===== config.mk =====
export PLATFORM = sky130hd
export DESIGN_NAME = x86_instruction_byte_encoder
export DESIGN_NICKNAME = d
export VERILOG_FILES = /design/src/rtl/xibe_pkg.sv /design/src/rtl/xibe_vshift.sv /design/src/rtl/x86_instruction_byte_encoder.sv
export SDC_FILE = /design/constraint.sdc
export NUM_CORES = 1
export LEC_CHECK = 0
export BUFFER_PORTS_ARGS = -buffer_cell sky130_fd_sc_hd__clkbuf_2
export CAP_MARGIN = 10
export CORE_UTILIZATION = 33
export DETAILED_ROUTE_END_ITERATION = 12
export PLACE_DENSITY = 0.52
export SETUP_SLACK_MARGIN = 0.1
export SYNTH_ARGS = -nofsm -noshare
export SYNTH_HDL_FRONTEND = slang
export SYNTH_SLANG_ARGS = --single-unit

===== constraint.sdc =====
create_clock -name clk_i -period 3.41 [get_ports clk_i]
set_input_delay 0.341 -clock clk_i [delete_from_list [all_inputs] [get_ports clk_i]]
set_output_delay 0.341 -clock clk_i [all_outputs]
set_load 0.05 [all_outputs]

===== src/rtl/xibe_pkg.sv =====
package xibe_pkg;

  localparam int unsigned ValueW       = 64;
  localparam int unsigned SizeW        = 3;
  localparam int unsigned LenW         = 4;
  localparam int unsigned HdrSlots     = 12;
  localparam int unsigned RemW         = 6;
  localparam int unsigned InTdataW     = 264;
  localparam int unsigned MaxOpcodeBytes = 3;

  // header slot positions
  localparam int unsigned SlotSeg   = 5;
  localparam int unsigned SlotRex   = 6;
  localparam int unsigned SlotOpc   = 7;
  localparam int unsigned SlotModrm = 10;
  localparam int unsigned SlotSib   = 11;

  // input tdata field offsets
  localparam int unsigned OffPrefix   = 0;
  localparam int unsigned OffRex      = 8;
  localparam int unsigned OffOpc      = 13;
  localparam int unsigned OffOpcN     = 37;
  localparam int unsigned OffModrm    = 39;
  localparam int unsigned OffSib      = 48;
  localparam int unsigned OffDispSize = 57;
  localparam int unsigned OffDispVal  = 60;
  localparam int unsigned OffImmSize  = 124;
  localparam int unsigned OffImmVal   = 127;
  localparam int unsigned OffImm2Size = 191;
  localparam int unsigned OffImm2Val  = 194;

  localparam logic [7:0] LegacyByte [5] = '{8'hF3, 8'hF2, 8'hF0, 8'h67, 8'h66};
  localparam logic [7:0] RexBase  = 8'h40;
  localparam logic [7:0] ByteMask = 8'hff;

  function automatic logic [LenW-1:0] size_len(input logic [SizeW-1:0] code);
    logic [LenW-1:0] len;
    unique case (code)
      3'd1:    len = 4'd1;
      3'd2:    len = 4'd2;
      3'd3:    len = 4'd4;
      3'd4:    len = 4'd6;
      3'd5:    len = 4'd8;
      default: len = 4'd0;
    endcase
    return len;
  endfunction

  function automatic logic [7:0] seg_byte(input logic [2:0] seg);
    logic [7:0] b;
    unique case (seg)
      3'd1:    b = 8'h26;
      3'd2:    b = 8'h2E;
      3'd3:    b = 8'h36;
      3'd4:    b = 8'h64;
      3'd5:    b = 8'h65;
      3'd6:    b = 8'h3E;
      default: b = 8'h00;
    endcase
    return b;
  endfunction

endpackage


===== src/rtl/xibe_vshift.sv =====
module xibe_vshift (
  input  logic                          clk_i,
  input  logic                          rst_ni,
  input  logic                          load_i,
  input  logic [xibe_pkg::SizeW-1:0]    size_i,
  input  logic [xibe_pkg::ValueW-1:0]   value_i,
  input  logic                          shift_i,
  output logic                          avail_o,
  output logic [7:0]                    byte_o
);

  logic [xibe_pkg::LenW-1:0]   cnt_q, cnt_d;
  logic [xibe_pkg::ValueW-1:0] val_q, val_d;

  always_comb begin
    cnt_d = cnt_q;
    val_d = val_q;
    if (load_i) begin
      cnt_d = xibe_pkg::size_len(size_i);
      val_d = value_i;
    end else if (shift_i) begin
      cnt_d = cnt_q - 1'b1;
      val_d = val_q >> 8;
    end
  end

  always_ff @(posedge clk_i or negedge rst_ni) begin
    if (!rst_ni) begin
      cnt_q <= '0;
    end else begin
      cnt_q <= cnt_d;
    end
  end

  always_ff @(posedge clk_i) begin
    val_q <= val_d;
  end

  assign avail_o = (cnt_q != '0);
  assign byte_o  = val_q[7:0] & xibe_pkg::ByteMask;

endmodule


===== src/rtl/x86_instruction_byte_encoder.sv =====
// x86 instruction byte encoder
// slave side: one beat on s_axis carries a whole decoded instruction (fields
// packed in s_axis_tdata, see port comment). master side: one beat per
// machine-code byte on m_axis_tdata, m_axis_tlast high on the final byte.
// bytes leave in the order prefixes, segment, rex, opcode, modrm, sib,
// displacement, immediate, second immediate.
// one instruction is worked on at a time: s_axis_tready is high only while no
// bytes of the previous instruction remain to be produced.
// the instruction beat loads the byte counter, header mask and shift
// registers; the first byte is then registered in the output register.
// throughput: one byte per cycle while m_axis_tready does not stall, for
// instructions of n bytes, n from 0 to 36; an instruction with no bytes
// produces no beat. the byte rate is set by the single output register, fed
// from a header slot picker and three byte-wise shift registers.
// a stall on m_axis_tready holds the output register and the whole sequencer.
// reset clears the byte counter, header mask and output valid; nothing is
// emitted after reset until a new instruction arrives.
module x86_instruction_byte_encoder (
  input  logic                          clk_i,
  input  logic                          rst_ni,
  input  logic                          s_axis_tvalid,
  output logic                          s_axis_tready,
  // prefix_code, rex_code, opcode_bytes, opcode_count, modrm_code, sib_code,
  // disp_size, disp_value, imm_size, imm_value, imm2_size, imm2_value, zero pad
  input  logic [xibe_pkg::InTdataW-1:0] s_axis_tdata,
  output logic                          m_axis_tvalid,
  input  logic                          m_axis_tready,
  // code_byte
  output logic [7:0]                    m_axis_tdata,
  output logic                          m_axis_tlast
);

  logic [7:0]  prefix_code;
  logic [4:0]  rex_code;
  logic [23:0] opcode_bytes;
  logic [1:0]  opcode_count;
  logic [8:0]  modrm_code;
  logic [8:0]  sib_code;
  logic [xibe_pkg::SizeW-1:0]  disp_size, imm_size, imm2_size;
  logic [xibe_pkg::ValueW-1:0] disp_value, imm_value, imm2_value;

  logic [xibe_pkg::HdrSlots-1:0] mask_q, mask_d, hdr_mask_new, sel_oh;
  logic [7:0] hdr_q [xibe_pkg::HdrSlots];
  logic [7:0] hdr_new [xibe_pkg::HdrSlots];
  logic [7:0] hdr_byte;
  logic [1:0] opc_n;
  logic [xibe_pkg::RemW-1:0] rem_q, rem_d, total;
  logic       out_valid_q, out_valid_d, out_last_q, out_last_d;
  logic [7:0] out_data_q, out_data_d;
  logic       load, advance, hdr_any;
  logic       disp_av, imm_av, imm2_av;
  logic       disp_sh, imm_sh, imm2_sh;
  logic [7:0] disp_b, imm_b, imm2_b, gen_byte;

  assign prefix_code  = s_axis_tdata[xibe_pkg::OffPrefix +: 8];
  assign rex_code     = s_axis_tdata[xibe_pkg::OffRex +: 5];
  assign opcode_bytes = s_axis_tdata[xibe_pkg::OffOpc +: 24];
  assign opcode_count = s_axis_tdata[xibe_pkg::OffOpcN +: 2];
  assign modrm_code   = s_axis_tdata[xibe_pkg::OffModrm +: 9];
  assign sib_code     = s_axis_tdata[xibe_pkg::OffSib +: 9];
  assign disp_size    = s_axis_tdata[xibe_pkg::OffDispSize +: xibe_pkg::SizeW];
  assign disp_value   = s_axis_tdata[xibe_pkg::OffDispVal +: xibe_pkg::ValueW];
  assign imm_size     = s_axis_tdata[xibe_pkg::OffImmSize +: xibe_pkg::SizeW];
  assign imm_value    = s_axis_tdata[xibe_pkg::OffImmVal +: xibe_pkg::ValueW];
  assign imm2_size    = s_axis_tdata[xibe_pkg::OffImm2Size +: xibe_pkg::SizeW];
  assign imm2_value   = s_axis_tdata[xibe_pkg::OffImm2Val +: xibe_pkg::ValueW];

  assign s_axis_tready = (rem_q == '0);
  assign load          = s_axis_tvalid && s_axis_tready;
  assign advance       = (rem_q != '0) && (!out_valid_q || m_axis_tready);
  assign hdr_any       = |mask_q;

  // header slots: five legacy prefixes, segment, rex, opcodes, modrm, sib
  always_comb begin
    opc_n = (32'(opcode_count) > xibe_pkg::MaxOpcodeBytes)
          ? 2'(xibe_pkg::MaxOpcodeBytes) : opcode_count;
    for (int i = 0; i < 5; i++) begin
      hdr_new[i]      = xibe_pkg::LegacyByte[i];
      hdr_mask_new[i] = prefix_code[i];
    end
    hdr_new[xibe_pkg::SlotSeg]      = xibe_pkg::seg_byte(prefix_code[7:5]);
    hdr_mask_new[xibe_pkg::SlotSeg] = (prefix_code[7:5] != 3'd0) && (prefix_code[7:5] != 3'd7);
    hdr_new[xibe_pkg::SlotRex]      = xibe_pkg::RexBase | {4'd0, rex_code[3:0]};
    hdr_mask_new[xibe_pkg::SlotRex] = rex_code[4];
    for (int i = 0; i < 3; i++) begin
      hdr_new[xibe_pkg::SlotOpc + i]      = opcode_bytes[8*i +: 8];
      hdr_mask_new[xibe_pkg::SlotOpc + i] = (2'(i) < opc_n);
    end
    hdr_new[xibe_pkg::SlotModrm]      = modrm_code[7:0];
    hdr_mask_new[xibe_pkg::SlotModrm] = modrm_code[8];
    hdr_new[xibe_pkg::SlotSib]        = sib_code[7:0];
    hdr_mask_new[xibe_pkg::SlotSib]   = sib_code[8];
  end

  assign total = xibe_pkg::RemW'($countones(hdr_mask_new))
               + xibe_pkg::RemW'(xibe_pkg::size_len(disp_size))
               + xibe_pkg::RemW'(xibe_pkg::size_len(imm_size))
               + xibe_pkg::RemW'(xibe_pkg::size_len(imm2_size));

  // lowest pending header slot
  assign sel_oh = mask_q & ~(mask_q - 1'b1);

  always_comb begin
    hdr_byte = '0;
    for (int i = 0; i < xibe_pkg::HdrSlots; i++) begin
      hdr_byte = hdr_byte | (sel_oh[i] ? hdr_q[i] : 8'h00);
    end
  end

  assign disp_sh = advance && !hdr_any && disp_av;
  assign imm_sh  = advance && !hdr_any && !disp_av && imm_av;
  assign imm2_sh = advance && !hdr_any && !disp_av && !imm_av && imm2_av;

  always_comb begin
    priority if (hdr_any) begin
      gen_byte = hdr_byte;
    end else if (disp_av) begin
      gen_byte = disp_b;
    end else if (imm_av) begin
      gen_byte = imm_b;
    end else begin
      gen_byte = imm2_b;
    end
  end

  always_comb begin
    mask_d = mask_q;
    if (load) begin
      mask_d = hdr_mask_new;
    end else if (advance && hdr_any) begin
      mask_d = mask_q & (mask_q - 1'b1);
    end
  end

  always_comb begin
    rem_d = rem_q;
    if (load) begin
      rem_d = total;
    end else if (advance) begin
      rem_d = rem_q - 1'b1;
    end
  end

  always_comb begin
    out_valid_d = out_valid_q;
    out_data_d  = out_data_q;
    out_last_d  = out_last_q;
    if (advance) begin
      out_valid_d = 1'b1;
      out_data_d  = gen_byte;
      out_last_d  = (rem_q == xibe_pkg::RemW'(1));
    end else if (m_axis_tready) begin
      out_valid_d = 1'b0;
    end
  end

  always_ff @(posedge clk_i or negedge rst_ni) begin
    if (!rst_ni) begin
      mask_q      <= '0;
      rem_q       <= '0;
      out_valid_q <= 1'b0;
    end else begin
      mask_q      <= mask_d;
      rem_q       <= rem_d;
      out_valid_q <= out_valid_d;
    end
  end

  always_ff @(posedge clk_i) begin
    out_data_q <= out_data_d;
    out_last_q <= out_last_d;
    if (load) begin
      hdr_q <= hdr_new;
    end
  end

  xibe_vshift u_disp (
    .clk_i   (clk_i),
    .rst_ni  (rst_ni),
    .load_i  (load),
    .size_i  (disp_size),
    .value_i (disp_value),
    .shift_i (disp_sh),
    .avail_o (disp_av),
    .byte_o  (disp_b)
  );

  xibe_vshift u_imm (
    .clk_i   (clk_i),
    .rst_ni  (rst_ni),
    .load_i  (load),
    .size_i  (imm_size),
    .value_i (imm_value),
    .shift_i (imm_sh),
    .avail_o (imm_av),
    .byte_o  (imm_b)
  );

  xibe_vshift u_imm2 (
    .clk_i   (clk_i),
    .rst_ni  (rst_ni),
    .load_i  (load),
    .size_i  (imm2_size),
    .value_i (imm2_value),
    .shift_i (imm2_sh),
    .avail_o (imm2_av),
    .byte_o  (imm2_b)
  );

  assign m_axis_tvalid = out_valid_q;
  assign m_axis_tdata  = out_data_q;
  assign m_axis_tlast  = out_last_q;

endmodule


Word level (Yosys, flattened, before mapping)
Cells that the tools add are included.
{"block": "totals", "reg_bits": 284, "out_inout_bits": 11, "word_cells": 142}
{"block": "op_classes", "addsub": 19, "order_cmp": 3, "n_eq_ne": 23, "muxes": 37, "bitwise": 14, "reduce_logical": 28}
{"op": "2-to-1 mux 64 bit", "n": 6}
{"op": "2-to-1 mux 8 bit", "n": 12}
{"op": "OR 8 bit", "n": 8}
{"op": "one-hot mux 4 bit (5 select lines)", "n": 3}
{"op": "one-hot mux 7 bit (6 select lines)", "n": 1}
{"op": "== test 3 bit, second input constant", "n": 9}
{"op": "bitwise AND 12 bit", "n": 2}
{"op": "== test 3 x 2 -> 1 bit, second input constant", "n": 8}
{"op": "2-to-1 mux 12 bit", "n": 2}
{"op": "2-to-1 mux 4 bit", "n": 6}
{"op": "OR 8 x 7 -> 8 bit", "n": 3}
{"op": "2-to-1 mux 7 bit", "n": 3}
{"op": "adder 1 x 1 -> 2 bit", "n": 6}
{"op": "adder 6 x 4 -> 6 bit", "n": 2}
{"op": "== test 3 x 1 -> 1 bit, second input constant", "n": 4}
{"op": "2-to-1 mux 6 bit", "n": 2}
{"op": "NOT 12 bit", "n": 1}
{"op": "nonzero test 2 bit", "n": 6}
{"op": "nonzero test 4 bit", "n": 3}
{"op": "OR reduction 12 bit", "n": 1}
{"op": "subtractor 12 x 1 -> 12 bit, second input constant", "n": 1}
{"op": "subtractor 4 x 1 -> 4 bit, second input constant", "n": 3}
{"op": "logical AND 1 bit", "n": 10}
{"op": "adder 2 x 2 -> 3 bit", "n": 3}
{"op": "other kinds (14)", "n": 19}

Depth between registers and ports, before layout
Gate-level depths: netlist (run 1).
{"block": "depth", "word_depth": 16, "mapped_depth": 15, "ltp_nobuf": 15}

Cells and area by module
A second synthesis (run 1) with hierarchy kept.
{"block": "hier_totals", "hier_cells": 883, "area_unflattened_um2": 13457.9}
{"module": "xibe_vshift", "n_inst": 3, "cells_each": 171, "area_each_um2": 3031.7, "seq_area_each_um2": 2021.9}
{"module": "x86_instruction_byte_encoder", "n_inst": 1, "cells_each": 370, "area_each_um2": 4362.9, "seq_area_each_um2": 2247.2}

Worst setup path before layout (run 1)
OpenSTA, ideal clock, no wires.
{"block": "synth_timing", "path_type": "input to register", "start": "input port s_axis_tdata[0] in the netlist's numbering", "end": "register rem_q[4] in the netlist's numbering", "setup_ns": 0.135, "t_arrival_ns": 3.644, "setup_slack_ns": -0.369, "cell_stages": 13, "path_buffers": 0, "path_cell_list": "fa_1 > inv_1 > fa_1 > fa_1 > fa_1 > inv_1 > fa_1 > fa_1 > a21oi_1 > nor2_1 > nor2_1 > xor2_1 > o21ai_0"}
{"block": "synth_via", "elab_chain_cells": 8}
{"element": "start: declaration", "line_no": "x86_instruction_byte_encoder.sv:25", "text": "input logic [xibe_pkg::InTdataW-1:0] s_axis_tdata,"}
{"element": "adder 1 x 1 -> 2 bit (not written as such)", "line_no": "x86_instruction_byte_encoder.sv:95", "text": "assign total = xibe_pkg::RemW'($countones(hdr_mask_new))"}
{"element": "adder 2 x 2 -> 3 bit (not written as such)", "line_no": "x86_instruction_byte_encoder.sv:95"}
{"element": "adder 3 x 3 -> 4 bit (not written as such)", "line_no": "x86_instruction_byte_encoder.sv:95"}
{"element": "adder 4 x 3 -> 5 bit (not written as such)", "line_no": "x86_instruction_byte_encoder.sv:95"}
{"element": "adder 5 x 4 -> 6 bit", "line_no": "x86_instruction_byte_encoder.sv:96", "text": "+ xibe_pkg::RemW'(xibe_pkg::size_len(disp_size))"}
{"element": "adder 6 x 4 -> 6 bit", "line_no": "x86_instruction_byte_encoder.sv:97", "text": "+ xibe_pkg::RemW'(xibe_pkg::size_len(imm_size))"}
{"element": "adder 6 x 4 -> 6 bit", "line_no": "x86_instruction_byte_encoder.sv:98", "text": "+ xibe_pkg::RemW'(xibe_pkg::size_len(imm2_size));"}
{"element": "2-to-1 mux 6 bit", "line_no": "x86_instruction_byte_encoder.sv:137", "text": "if (load) begin"}
{"element": "end signal: assignment", "line_no": "x86_instruction_byte_encoder.sv:164", "text": "rem_q <= rem_d;"}
{"element": "end: declaration", "line_no": "x86_instruction_byte_encoder.sv:47", "text": "logic [xibe_pkg::RemW-1:0] rem_q, rem_d, total;"}
Every way passes these cells.
A chain may end at the register's enable or synchronous reset.

Final worst setup path (run 1)
{"block": "layout_timing", "start": "input port s_axis_tdata[3] in the netlist's numbering", "end": "register rem_q[4] in the netlist's numbering"}
Same word-level chain as after synthesis.

==> results of run 1 <==
routing by layer:
layer | wire length [um] | up-vias | part of all wire, % | GRT usage, %
met1 | 15600 | 4647 | 44 | 22.8
met5 | 0 | - | 0 | 0
met2 | 16500 | 275 | 47 | 28.2
met3 | 2160 | 53 | 6.1 | 3.86
met4 | 818 | 0 | 2.3 | 4.92
li1 | - | 5013 | - | -
cells in the final DEF, fill, tap and decap left out, types with 5 or more instances in the layout:
master,n
sky130_fd_sc_hd__nor3_1,8
sky130_fd_sc_hd__clkbuf_16,31
sky130_fd_sc_hd__a211oi_1,5
sky130_fd_sc_hd__clkinv_2,7
sky130_fd_sc_hd__a22oi_1,15
sky130_fd_sc_hd__dfrtp_1,31
sky130_fd_sc_hd__inv_2,5
sky130_fd_sc_hd__nand2_1,535
sky130_fd_sc_hd__a21o_1,7
sky130_fd_sc_hd__buf_4,38
sky130_fd_sc_hd__o21ai_0,28
sky130_fd_sc_hd__a21oi_1,9
sky130_fd_sc_hd__nand4_1,7
sky130_fd_sc_hd__clkinv_1,9
sky130_fd_sc_hd__buf_12,10
sky130_fd_sc_hd__fa_1,12
sky130_fd_sc_hd__edfxtp_1,251
sky130_fd_sc_hd__o211ai_1,6
sky130_fd_sc_hd__clkbuf_2,269
sky130_fd_sc_hd__nor4_1,6
sky130_fd_sc_hd__ha_1,15
sky130_fd_sc_hd__or3_1,8
sky130_fd_sc_hd__mux2i_1,20
sky130_fd_sc_hd__dlygate4sd3_1,171
sky130_fd_sc_hd__inv_1,27
sky130_fd_sc_hd__xnor2_1,7
sky130_fd_sc_hd__clkbuf_1,5
sky130_fd_sc_hd__nor2_1,25
sky130_fd_sc_hd__and2_1,27
sky130_fd_sc_hd__nor2b_1,6
power groups by stage:
stage / logic, W / registers, W / clock network, W
2_1_floorplan: 0.00285 / 0.00574 / 0
3_3_place_gp: 0.00488 / 0.00559 / 0
3_5_place_dp: 0.00492 / 0.00560 / 0
4_1_cts: 0.00510 / 0.00554 / 0.00347
5_1_grt: 0.00571 / 0.00563 / 0.00359
6_report: 0.00517 / 0.00554 / 0.00339
state kept, by name, summed over array words and instances, names as in the netlist:
signal and count:
u_imm2.val_q 64, u_disp.val_q 64, m_axis_tvalid 1, m_axis_tlast 1
m_axis_tdata 8, u_disp.cnt_q 4, u_imm.cnt_q 4, rem_q 6
u_imm.val_q 64, hdr_q 50, mask_q 12, u_imm2.cnt_q 4
cell type report:
class | instances | area [um^2] | share of cell area, %
antenna | 3 | 7.51 | 0.0415
clock buffer | 36 | 795 | 4.40
clock inverter | 22 | 221 | 1.23
inverter | 34 | 135 | 0.748
multi-input combinational | 824 | 4380 | 24.2
sequential | 282 | 8310 | 46.0
tap | 518 | 648 | 3.59
timing repair buffer | 491 | 3570 | 19.8
per-stage QoR:
| step | utilization (%) | total power (W) | hold slack [ps] | TNS [ps] | area [um^2] |
|---|---|---|---|---|---|
| floorplan | - | 0.00859 | 45.4 | -589 | 12900 |
| global placement | 39.4 | 0.0105 | 471 | -2060 | 15200 |
| detailed placement | 39.4 | 0.0105 | 468 | -2250 | 15200 |
| CTS | 46.5 | 0.0141 | 0.123 | 0 | 18000 |
| global route | 46.8 | 0.0149 | 12.4 | -41.2 | 18100 |
| finish | 46.8 | 0.0141 | 26.0 | 0 | 18100 |
critical path: stages:
cell                      delay (ps)
sky130_fd_sc_hd__buf_8           100
sky130_fd_sc_hd__fa_1            560
sky130_fd_sc_hd__inv_2            50
sky130_fd_sc_hd__fa_1            530
sky130_fd_sc_hd__fa_1            440
sky130_fd_sc_hd__fa_1            490
sky130_fd_sc_hd__inv_1            50
sky130_fd_sc_hd__fa_2            350
sky130_fd_sc_hd__fa_2            380
sky130_fd_sc_hd__a21oi_2         130
sky130_fd_sc_hd__nor2_1           50
sky130_fd_sc_hd__nor2_1          110
sky130_fd_sc_hd__xor2_1          160
sky130_fd_sc_hd__o21ai_1          80
worst paths after layout:
| path | to | slack (ps) | cells after the start |
|---|---|---|---|
| min in group asynchronous | m_axis_tvalid | 370 | 2 |
| worst max register to register | u_imm2.val_q[10] | 620 | 5 |
| worst max-delay path | rem_q[4] | 60 | 14 |
| worst min-delay path | u_imm.val_q[1] | 30 | 3 |
| worst min register to register | u_imm2.val_q[45] | 510 | 2 |
| max in group asynchronous | mask_q[1] | 2500 | 2 |
logic make-up after synthesis:
kind of cell    Yosys count  synth area share (%)
flops                   282                  64.4
buf+inv                  90                  2.63
compound gates           99                  5.09
xor+xnor                 11                 0.746
simple gates            660                  21.5
mux                      23                  1.81
fa+ha+maj                31                  3.82
what timing repair did:
item | 4_1_cts | 5_1_grt
buffers inserted | 0 | 2
setup endpoints to repair | 2 | 4
hold buffers | 171 | 0
gates resized for setup | 1 | 23
endpoints found under the hold margin | 201 | 0
pin swaps | 1 | 13
cloned | 0 | 0
==> results.env, run 1 <==
YOSYS.AREA.TOP_TYPE_SHARE_PCT=58.4
DETAILEDPLACEMENTHPWL_MM=24.1
CTS-ROOT-TO-SINK-BUFFERS=3
UNREPAIRED_SETUP_ENDPOINTS_AFTER_GLOBAL_ROUTING='true'
FRACTION_OF_FINAL_LAYOUT_CELLS_WITH_DRIVE_STRENGTH_GREATER_THAN_1_PCT=23.6
POSTSYNTHREGISTERBITS=282
CLOCK-SINKS=282
SLEW_VIOLATIONS=0
LAYOUT_WORST_PATH_CYCLE_SHARE_PCT=98.4
SYNTH_COMMON_CELLS='sky130_fd_sc_hd__nand2_1, sky130_fd_sc_hd__edfxtp_1, sky130_fd_sc_hd__clkbuf_1'
DOMINANTREGCELLSYNTH='sky130_fd_sc_hd__edfxtp_1'
SYNTH_CELL_TYPE_COUNT=56
SYNTH_EDF_COUNT=251
PLACEDCELLCOUNT=1976
SWITCHING_POWER_W=0.00492
ANT_NETS=0
FLOORPLAN.INITIALDENSITY_PCT=33.4
POSTSYNTHNETCOUNT=1495
PLACE_CONGESTION=0.838
ROWS=72
ROUTED-VIA-COUNT=9988
INITIALDRTVIOLATIONCOUNT=530
DIE_HEIGHT_UM=200
GRT_ANTENNA_BEFORE_REPAIR=4
NFILLCELLS=3589
ROUTED_WIRELENGTH_NORMALIZED_BY_INSTANCE_COUNT_UM=15.9
CRIT_START='s_axis_tdata[3]'
REPORT.FINAL.HOLD_VIOL_COUNT=0
GRT.OVERFLOW.TOTAL=0
TRITONCTS.NUM_BUFFERS=31
SWSHARE_PCT=34.9
CTS.HTREE.LEVELS=1
FINALNETCOUNT=1963
GRT_MAX_DEGREE=97
REG2REG_FROM='mask_q[4]'
SYNTHESIS.YOSYS.WARNINGS=0
POWER_FRAC_COMB_PCT=36.7
CELLLEAKAGEPOWER_nW=7.87
DRCVIOLATIONCOUNT=0
STATUS='finished clean'
LAYOUTNONFILLERINSTCOUNT=2210
ROUTED_WIRELENGTH_MM=35.1
MAX_FREQ_MHz=298
SETUP.WORST_PATH.START_CLASS='primary input'
PRE_CTS_SLACK_PS=-564
INTERNAL_POWER_W=0.00917
VIAS_PER_CELL=4.52
FP.DIEAREA_UM2=39900
SYNTH.MOST_COMMON_CELL='sky130_fd_sc_hd__nand2_1'
CAP_VIOL_MAX_COUNT=0
POWER.DENSITY_CELL_AREA_nW_PER_UM2=779
IR_WORST_VDD_V=0.000532
WORST_PATH_REQUIRED_PS=3870
ASYNC_RESET_FF_SHARE_PCT=11.0
MIN_PERIOD_PS=3350
CRITICAL_SETUP_PATH_KIND='in2reg'
DIE_W_UM=200
TRITONCTS='done'
MAXSLEWHEADROOM_PCT=33.3
CRITICAL_PATH.MAX_FANOUT=2
CLOCK_INSERTION_DELAY_WORST_SKEW_PS=590
P_CLK_SHARE_PCT=24.0
FLOORPLAN.CORE_AREA_UM2=38600
SYN_AREA_UM2=12900
CP_DATA_ARRIVAL_TIME_PS=3810
CLOCK_SLEW_SEEN_BY_THE_REGISTERS_OF_THE_WORST_SETUP_AND_HOLD_PATHS_PS=60
FINAL.SETUP.WORST_SLACK_PS=55.7
SYNTH_SEQ_AREA_SHARE_PCT=64.4
POWER.SHARE.SEQUENTIAL_PCT=39.3
NUMBER_OF_GLOBAL_ROUTE_VIAS_BEFORE_REPAIR=9967
PORT_BUFFERS=272
IO_PINS=279
SYNTH_TOP_CELLS_BY_AREA='sky130_fd_sc_hd__edfxtp_1, sky130_fd_sc_hd__nand2_1, sky130_fd_sc_hd__dfrtp_1, sky130_fd_sc_hd__fa_1, sky130_fd_sc_hd__ha_1'
CLOCK_SKEW_PS=18.2
SYNTH.AVG_CELL_AREA_UM2=10.8
CTS_ROOT_BUFFER='sky130_fd_sc_hd__clkbuf_16'
FIRST_PASS_GRT_WIRE_LENGTH_MM=53.2
LAYOUT-AREA-OVERHEAD-VS-SYNTH_PCT=40.0
DRT_FIRST_PASS_ITERS=5
MAX_SLEW.WORST_PIN.SLEW_PS=1000
GRTUSAGETOTAL_PCT=17.2
POST-SYNTH-TOP-AREA-CELL='sky130_fd_sc_hd__edfxtp_1'
SYNTH_CELLS=1196
MIN_FROM='s_axis_tdata[128]'
CP-END-KIND='flop'
WORST_HOLD_PATH_TYPE='in2reg'
SETUP_VIOL=0
(Power assumes the default switching activity.)
==> run 2, diff against run 1 <==
- CTS_BUF_LIST: not set -> sky130_fd_sc_hd__clkbuf_8
- SETUP_SLACK_MARGIN: 0.1 -> not set
==> run 2 against run 1 <==
  * Critical path depth unchanged
  * Sequential power hardly changed
  * Sequential cell count did not move
  * Fmax rose by 0.28%
  * Largest cell class unchanged
  * Clock power shrank 13%
  * Worst setup slack improved by 9.4 ps
  * Final cell count is 4.1% higher
  * Register-to-register slack worse by 30 ps
  * Routed wire length increased by 3.1%
  * Final area increased by 2.2%
  * Die area unchanged
==> results.env, run 2 (synthesized netlist as in run 1, its figures left out) <==
IR_WORST_VDD_V=0.000461  # -13%
SETUP.WORST_PATH.START_CLASS='primary input'
LAYOUT-AREA-OVERHEAD-VS-SYNTH_PCT=43.1
WORST-R2R-CELL-COUNT=5  # unchanged
STATUS='finished clean'
PORT_BUFFERS=272  # unchanged
FIRST_PASS_GRT_WIRE_LENGTH_MM=55.2  # +3.7%
FRACTION_OF_FINAL_LAYOUT_CELLS_WITH_DRIVE_STRENGTH_GREATER_THAN_1_PCT=22.7  # -0.93 points
DETAILEDPLACEMENTHPWL_MM=24.1  # unchanged
NUMBER_OF_GLOBAL_ROUTE_VIAS_BEFORE_REPAIR=10539  # +5.7%
POWER.SHARE.SEQUENTIAL_PCT=40.6  # +1.3 points
CLOCK-SINKS=282  # unchanged
ROUTED-VIA-COUNT=10375  # +3.9%
WORST-R2R-SETUP-SLACK_PS=590  # -30 ps
DPL-INSTANCE-AREA_UM2=15200  # unchanged
LAYOUT_COMMON_CELLS='sky130_fd_sc_hd__nand2_1, sky130_fd_sc_hd__clkbuf_2, sky130_fd_sc_hd__edfxtp_1, sky130_fd_sc_hd__dlygate4sd3_1, sky130_fd_sc_hd__clkbuf_8'
CLOCK_INSERTION_DELAY_WORST_SKEW_PS=610  # +20 ps
GRTUSAGETOTAL_PCT=17.9  # +0.72 points
GRT.OVERFLOW.TOTAL=0  # unchanged
IO_PINS=279  # unchanged
ROUTED_WIRELENGTH_NORMALIZED_BY_INSTANCE_COUNT_UM=15.7  # -0.92%
TRITONCTS.NUM_BUFFERS=51  # +65%
ROUTE.MET2.WL_MM=17.2  # +4.2%
REG2REG_FROM='mask_q[4]'
MAX_SLEW.WORST_PIN.SLEW_PS=985  # -15.0 ps
BIGGESTREGSBYFLOPS='u_disp.val_q (64), u_imm.val_q (64), u_imm2.val_q (64)'
MIN_PERIOD_PS=3340  # -9.36 ps
CP_DATA_ARRIVAL_TIME_PS=3810  # about the same
NFILLCELLS=3551  # -1.1%
TRITONCTS='done'
MIN_FROM='s_axis_tdata[56]'
CRITICAL_PATH.MAX_FANOUT=2  # unchanged
SWITCHING_POWER_W=0.00492  # about the same
CTS-ROOT-TO-SINK-BUFFERS=3  # unchanged
PLACE_CONGESTION=0.838  # unchanged
P_CLK_SHARE_PCT=21.7  # -2.3 points
CLOCK_SLEW_SEEN_BY_THE_REGISTERS_OF_THE_WORST_SETUP_AND_HOLD_PATHS_PS=50  # about the same
MAX_FREQ_MHz=299  # +0.28%
SETUP_VIOL=0  # unchanged
DETAILED_ROUTE_WIRE_LENGTH_ON_METAL_1_MM=15.7  # +0.69%
CP-END-KIND='flop'
DIE_W_UM=200  # unchanged
ANT_NETS=0  # unchanged
CRIT_START='s_axis_tdata[0]'
SWSHARE_PCT=36.1  # +1.2 points
DIE_HEIGHT_UM=200  # unchanged
SLEW_VIOLATIONS=0  # unchanged
CRITICAL_SETUP_PATH_KIND='in2reg'
MOSTFREQUENTLAYOUTCELL='sky130_fd_sc_hd__nand2_1'
ROUTE.TOP_LAYER_USED='met4'
GRT_ANTENNA_BEFORE_REPAIR=1  # -3
CTS.HTREE.LEVELS=2  # +1
MET3_WIRELENGTH_MM=2.40  # +12%
ROUTED_WIRELENGTH_MM=36.2  # +3.1%
UNREPAIRED_SETUP_ENDPOINTS_AFTER_GLOBAL_ROUTING='true'
INTERNAL_POWER_W=0.00871  # -5.0%
CTS_POST_SETUP_BUFFERS_INSERTED=0  # unchanged
CP-ENDPOINT='rem_q[4]'
FINALSETUPTNS_PS=0  # unchanged
CAP_VIOL_MAX_COUNT=0  # unchanged
DRT_FIRST_PASS_ITERS=4  # -1
LAYOUT_WORST_PATH_CYCLE_SHARE_PCT=98.1  # -0.27 points
CLOCK_SKEW_PS=22.4  # +4.23 ps
REPORT.FINAL.HOLD_VIOL_COUNT=0  # unchanged
WORST_HOLD_PATH_TYPE='in2reg'
POWER.DENSITY_CELL_AREA_nW_PER_UM2=737  # -5.4%
POWER_FRAC_COMB_PCT=37.6  # +0.9 points
VIAS_PER_CELL=4.51  # -0.19%
INITIALDRTVIOLATIONCOUNT=515  # -2.8%
CRITICAL_REGISTER_TO_REGISTER_PATH_ENDPOINT='u_imm2.val_q[12]'
FLOORPLAN.INITIALDENSITY_PCT=33.4  # unchanged
WORST_PATH_REQUIRED_PS=3870  # about the same
FLOORPLAN.CORE_AREA_UM2=38600  # unchanged
FINAL_DESIGN_AREA_NO_FILL_UM2=18500  # +2.2%
FP.DIEAREA_UM2=39900  # unchanged
CTS_ROOT_BUFFER='sky130_fd_sc_hd__clkbuf_8'
DRCVIOLATIONCOUNT=0  # unchanged
CELLLEAKAGEPOWER_nW=8.13  # +3.2%
FINALNETCOUNT=2039  # +3.9%
ROWS=72  # unchanged
GRT_MAX_DEGREE=97  # unchanged
MAXSLEWHEADROOM_PCT=34.3  # +1.0 points
==> run 2: cell types whose count changed in the layout (fill, tap and decap cells not counted), moves of 2 or more <==
| cell | change |
|---|---|
| sky130_fd_sc_hd__clkbuf_16 | -31 |
| sky130_fd_sc_hd__clkinv_2 | -3 |
| sky130_fd_sc_hd__nand2b_1 | +3 |
| sky130_fd_sc_hd__inv_1 | +22 |
| sky130_fd_sc_hd__clkbuf_2 | +3 |
| sky130_fd_sc_hd__nand2b_4 | -3 |
| sky130_fd_sc_hd__clkbuf_1 | -5 |
| sky130_fd_sc_hd__dlygate4sd3_1 | +58 |
| sky130_fd_sc_hd__inv_2 | -4 |
| sky130_fd_sc_hd__clkbuf_8 | +57 |
| sky130_fd_sc_hd__buf_4 | -2 |
| sky130_fd_sc_hd__bufinv_16 | -4 |
| sky130_fd_sc_hd__clkinv_1 | +5 |
==> run 2: worst min-delay path by stage <==
stage	to	slack (ps)	cells after the start
after floorplan	m_axis_tvalid	50	0
after global placement	m_axis_tvalid	470	1
after detailed placement	m_axis_tvalid	470	1
after CTS	u_imm.val_q[0]	3	3
after global routing	hdr_q[54]	20	2
final	mask_q[11]	50	3
==> run 2: layout make-up <==
type	instances	area, um^2	area share, %
Tap cell	518	648	3.51
Clock inverter	36	148	0.799
Antenna cell	2	5.00	0.0271
Clock buffer	57	785	4.24
Multi-Input combinational cell	824	4320	23.4
Inverter	34	135	0.731
Timing Repair Buffer	547	4120	22.3
Sequential cell	282	8310	45.0
==> run 2: repair_timing <==
| item | 4_1_cts | 5_1_grt |
|---|---|---|
| setup endpoints to repair | 0 | 2 |
| resized for setup | 0 | 4 |
| hold endpoints to repair | 259 | 0 |
| hold buffers | 229 | 0 |
==> run 2: per-stage QoR <==
stage	utilization [%]	cells	worst slack (ps)	hold slack, ps	power (W)
final	47.8	2300	65.0	48.8	0.0136
after global routing	47.8	2299	-42.3	22.7	0.0145
after CTS	47.8	2298	94.5	3.14	0.0138
after detailed placement	39.4	1976	-564	468	0.0105
after global placement	39.4	1976	-554	471	0.0105
after floorplan	-	1196	-246	45.4	0.00859
==> run 2: worst max-delay path, cell delays in order <==
cell and delay, ps:
sky130_fd_sc_hd__clkbuf_2 110, sky130_fd_sc_hd__fa_1 540, sky130_fd_sc_hd__inv_1 60, sky130_fd_sc_hd__fa_1 530, sky130_fd_sc_hd__fa_1 430, sky130_fd_sc_hd__fa_1 490, sky130_fd_sc_hd__inv_1 50, sky130_fd_sc_hd__fa_2 360
sky130_fd_sc_hd__fa_2 370, sky130_fd_sc_hd__a21oi_2 130, sky130_fd_sc_hd__nor2_1 50, sky130_fd_sc_hd__nor2_1 110, sky130_fd_sc_hd__xor2_1 160, sky130_fd_sc_hd__o21ai_1 80
==> run 2: routing by layer <==
metal,GRT usage [%],up-vias
li1,-,5175
met1,23.1,4794
met2,29.1,339
met3,4.40,67
met4,6.79,0
met5,0,-
==> run 2: power groups by stage <==
stage | registers, W | logic [W] | clock network [W]
after floorplan | 0.00574 | 0.00285 | 0
after global placement | 0.00559 | 0.00488 | 0
after detailed placement | 0.00560 | 0.00492 | 0
after CTS | 0.00554 | 0.00516 | 0.00307
after global routing | 0.00563 | 0.00567 | 0.00321
final | 0.00554 | 0.00513 | 0.00296
==> run 3, diff against run 2 <==
- ABC_AREA: not set -> 1
- CORE_UTILIZATION: 33 -> 61
- PLACE_DENSITY: 0.52 -> 0.85
- clock period: 3.41 -> 4.1 ns (I/O delays scaled with it)
==> run 3 against run 2 <==
  * Critical path depth unchanged
  * Clock power down 26%
  * Sequential power is 15% lower
  * Final cell count down 16%
  * Highest routed layer is now met5
==> results.env, run 3 <==
GRT_ANTENNA_BEFORE_REPAIR=2  # +1
PORT_BUFFERS=272  # unchanged
YOSYS.AREA.TOP_TYPE_SHARE_PCT=56.8  # -1.6 points
CAP_VIOL_MAX_COUNT=0  # unchanged
CTS-ROOT-TO-SINK-BUFFERS=3  # unchanged
NUMBER_OF_GLOBAL_ROUTE_VIAS_BEFORE_REPAIR=9877  # -6.3%
DELAY_CONTRIBUTED_BY_THE_SLOWEST_STAGE_OF_THE_CRITICAL_PATH_PS=550  # about the same
SYNTH_CELL_TYPE_COUNT=37  # -34%
CRIT_TOP_CELL='sky130_fd_sc_hd__fa_1'
POSTSYNTHNETCOUNT=1656  # +11%
SYNTH_EDF_COUNT=251  # unchanged
INITIALDRTVIOLATIONCOUNT=670  # +30%
ANT_NETS=0  # unchanged
ASYNC_RESET_FF_SHARE_PCT=11.0  # unchanged
CP-END-KIND='flop'
MIN_PERIOD_PS=3790
CRITICAL_PATH.MAX_FANOUT=2  # unchanged
CP_DATA_ARRIVAL_TIME_PS=4250  # +440 ps
SYNTH_COMMON_CELLS='sky130_fd_sc_hd__nand2_1, sky130_fd_sc_hd__edfxtp_1, sky130_fd_sc_hd__inv_1'
GRT.OVERFLOW.TOTAL=0  # unchanged
SYNTH.MOST_COMMON_CELL='sky130_fd_sc_hd__nand2_1'
SETUP_VIOL=0  # unchanged
CRIT_PATH_CELL_TRACE='clkbuf_2 -> nor2_1 -> fa_1 -> fa_1 -> fa_1 -> fa_1 -> inv_1 -> fa_1 -> fa_1 -> nand3_1 -> nand2_1 -> a21oi_1 -> o21ai_1 -> a22oi_1'
LAYOUT_COMMON_CELLS='sky130_fd_sc_hd__nand2_1, sky130_fd_sc_hd__clkbuf_2, sky130_fd_sc_hd__edfxtp_1, sky130_fd_sc_hd__inv_1, sky130_fd_sc_hd__nor2_1'
GRT_MAX_DEGREE=133  # +37%
IR_WORST_VDD_V=0.000410  # -11%
CELLLEAKAGEPOWER_nW=7.39  # -9.1%
FINAL.SETUP.WORST_SLACK_PS=308  # +243 ps
DETAILEDPLACEMENTHPWL_MM=21.7  # -10%
FP.DIEAREA_UM2=22400  # -44%
DOMINANTREGCELLSYNTH='sky130_fd_sc_hd__edfxtp_1'
FLOORPLAN.CORE_AREA_UM2=21200  # -45%
POSTSYNTHREGISTERBITS=282  # unchanged
FLOORPLAN.INITIALDENSITY_PCT=62.8  # +29 points
SYNTHESIS.YOSYS.WARNINGS=0  # unchanged
UNREPAIRED_SETUP_ENDPOINTS_AFTER_GLOBAL_ROUTING='false'
REPORT.FINAL.HOLD_VIOL_COUNT=0  # unchanged
TRITONCTS.NUM_BUFFERS=46  # -9.8%
FIRST_PASS_GRT_WIRE_LENGTH_MM=47.2  # -14%
LAYOUT_WORST_PATH_CYCLE_SHARE_PCT=92.5
DIE_W_UM=150  # -25%
SYN_AREA_UM2=13300  # +2.8%
SYNTH_CELLS=1357  # +13%
CTS.HTREE.LEVELS=2  # unchanged
FINALNETCOUNT=1932  # -5.2%
SYNTH_TOP_CELLS_BY_AREA='sky130_fd_sc_hd__edfxtp_1, sky130_fd_sc_hd__nand2_1, sky130_fd_sc_hd__dfrtp_1, sky130_fd_sc_hd__inv_1, sky130_fd_sc_hd__nor2_1'
SYNTH_SEQ_AREA_SHARE_PCT=62.6  # -1.8 points
CRITICAL_SETUP_PATH_KIND='in2reg'
FINAL_CORE_UTILIZATION_PCT=73.9  # +26 points
TRITONCTS='done'
PLACE_CONGESTION=0.961  # +15%
ROUTED-VIA-COUNT=9953  # -4.1%
CRITICAL_PATH.SLOWEST_CELL='sky130_fd_sc_hd__fa_1'
MAX_FREQ_MHz=264
CLOCK_INSERTION_DELAY_WORST_SKEW_PS=550  # -60 ps
PRE_CTS_SLACK_PS=-194  # +371 ps
DRT_FIRST_PASS_ITERS=5  # +1
DRCVIOLATIONCOUNT=0  # unchanged
GRTUSAGETOTAL_PCT=27.6  # +9.6 points
IO_PINS=279  # unchanged
BIGGESTREGSBYFLOPS='u_disp.val_q (64), u_imm.val_q (64), u_imm2.val_q (64)'
MAX_SLEW.WORST_PIN.SLEW_PS=952  # -33.0 ps
ROUTED_WIRELENGTH_MM=30.9  # -15%
FINAL_DESIGN_AREA_NO_FILL_UM2=15600  # -15%
WORST_HOLD_PATH_TYPE='in2reg'
CTS_ROOT_BUFFER='sky130_fd_sc_hd__clkbuf_8'
NFILLCELLS=1477  # -58%
POWER.DENSITY_CELL_AREA_nW_PER_UM2=700  # -5.1%
MAXSLEWHEADROOM_PCT=36.5  # +2.2 points
WORST_PATH_REQUIRED_PS=4560  # +690 ps
SETUP.WORST_PATH.START_CLASS='primary input'
CLOCK_SKEW_PS=14.1  # -8.29 ps
ROUTED_WIRELENGTH_NORMALIZED_BY_INSTANCE_COUNT_UM=15.9  # +1.4%
SEQCELLAREA_UM2=8310  # unchanged
DIE_HEIGHT_UM=150  # -25%
STATUS='finished clean'
MULTI_INPUT_COMB_AREA_UM2=4280  # -1.0%
MOSTFREQUENTLAYOUTCELL='sky130_fd_sc_hd__nand2_1'
POST-SYNTH-TOP-AREA-CELL='sky130_fd_sc_hd__edfxtp_1'
DPL-INSTANCE-AREA_UM2=14800  # -2.7%
ANTENNADIODECOUNT=0  # -2
FRACTION_OF_FINAL_LAYOUT_CELLS_WITH_DRIVE_STRENGTH_GREATER_THAN_1_PCT=22.1  # -0.55 points
CLOCK_SLEW_SEEN_BY_THE_REGISTERS_OF_THE_WORST_SETUP_AND_HOLD_PATHS_PS=60  # about the same
ROWS=53  # -26%
CLOCK-SINKS=282  # unchanged
VIAS_PER_CELL=5.14  # +14%
SYNTH.AVG_CELL_AREA_UM2=9.78  # -9.4%
SLEW_VIOLATIONS=0  # unchanged
LAYOUT-AREA-OVERHEAD-VS-SYNTH_PCT=17.8
## run 3: cell types whose count changed in the layout (fill, tap and decap cells not counted), moves of 10 or more
cell / previous run / this run
sky130_fd_sc_hd__nand2_1: 535 / 611
sky130_fd_sc_hd__nor2_1: 25 / 85
sky130_fd_sc_hd__o21ai_0: 29 / 42
sky130_fd_sc_hd__mux2i_1: 20 / 0
sky130_fd_sc_hd__nand3_1: 4 / 42
sky130_fd_sc_hd__and2_1: 27 / 0
sky130_fd_sc_hd__buf_4: 36 / 2
sky130_fd_sc_hd__a22oi_1: 15 / 1
sky130_fd_sc_hd__clkbuf_8: 57 / 47
sky130_fd_sc_hd__inv_1: 49 / 132
sky130_fd_sc_hd__dlygate4sd3_1: 229 / 1
## run 3: stage by stage
step / power [W] / hold slack [ps] / instances / TNS [ps]
floorplan: 0.00766 / 114 / 1357 / 0
global placement: 0.00859 / 493 / 1859 / -11.2
detailed placement: 0.00878 / 497 / 1859 / -194
CTS: 0.0110 / 7.20 / 1937 / 0
global route: 0.0116 / 6.08 / 1937 / 0
finish: 0.0110 / 40.1 / 1937 / 0
## run 3: what timing repair did
action	CTS	global route
buffers inserted	0	0
hold endpoints to repair	31	0
hold buffers	1	0
gates resized for setup	0	0
## run 3: logic make-up (layout without fill, tap and decap cells)
group | Yosys count | in the layout | share of synthesized area [%]
compound gates | 83 | 83 | 3.61
simple gates | 782 | 782 | 24.2
fa+ha+maj | 31 | 31 | 3.71
xor+xnor | 9 | 9 | 0.594
flops | 282 | 282 | 62.6
buf+inv | 170 | 475 | 5.24
## run 3: path summary, 6_finish.rpt
kind,endpoint,cells after the start,slack [ps],from
worst max register to register,u_imm.val_q[33],9,1250,rem_q[0]
min in group asynchronous,u_disp.cnt_q[0],2,510,rst_ni
worst max-delay path,rem_q[4],14,310,s_axis_tdata[38]
worst min-delay path,hdr_q[39],1,40,s_axis_tdata[20]
worst min register to register,u_imm.cnt_q[1],2,510,u_imm.cnt_q[1]
max in group asynchronous,mask_q[11],2,3060,rst_ni
## run 3: power breakdown
| group | switching (W) | internal (W) |
|---|---|---|
| combinational | 0.00283 | 0.00124 |
| sequential | 0.000274 | 0.00442 |
| clock | 0.00107 | 0.00112 |
| total | 0.00417 | 0.00678 |
## run 3: critical path: cells and delay by family
kind	cells	cell delay, ps
adder cells (fa/ha/maj)	6	2820
AO/OA/AOI/OAI	3	460
buffers and inverters	2	140
AND/OR/NAND/NOR	3	420
## run 3: final cells by class
class,instances,share of cell area (%)
tap,275,2.20
sequential,282,53.1
inverter,120,2.93
clock buffer,47,4.14
multi-input combinational,905,27.4
timing repair buffer,278,9.25
clock inverter,30,0.984
## run 3: per-layer routing
metal  global-route usage (%)  vias to the layer above  wire length (um)  share of wire (%)
li1                         -                     4945                 -                  -
met1                     31.5                     4488             11500                 37
met2                     47.1                      419             15100                 49
met3                     7.44                       97              2800                9.1
met4                     14.8                        4              1480                4.8
met5                        0                        -                23              0.074
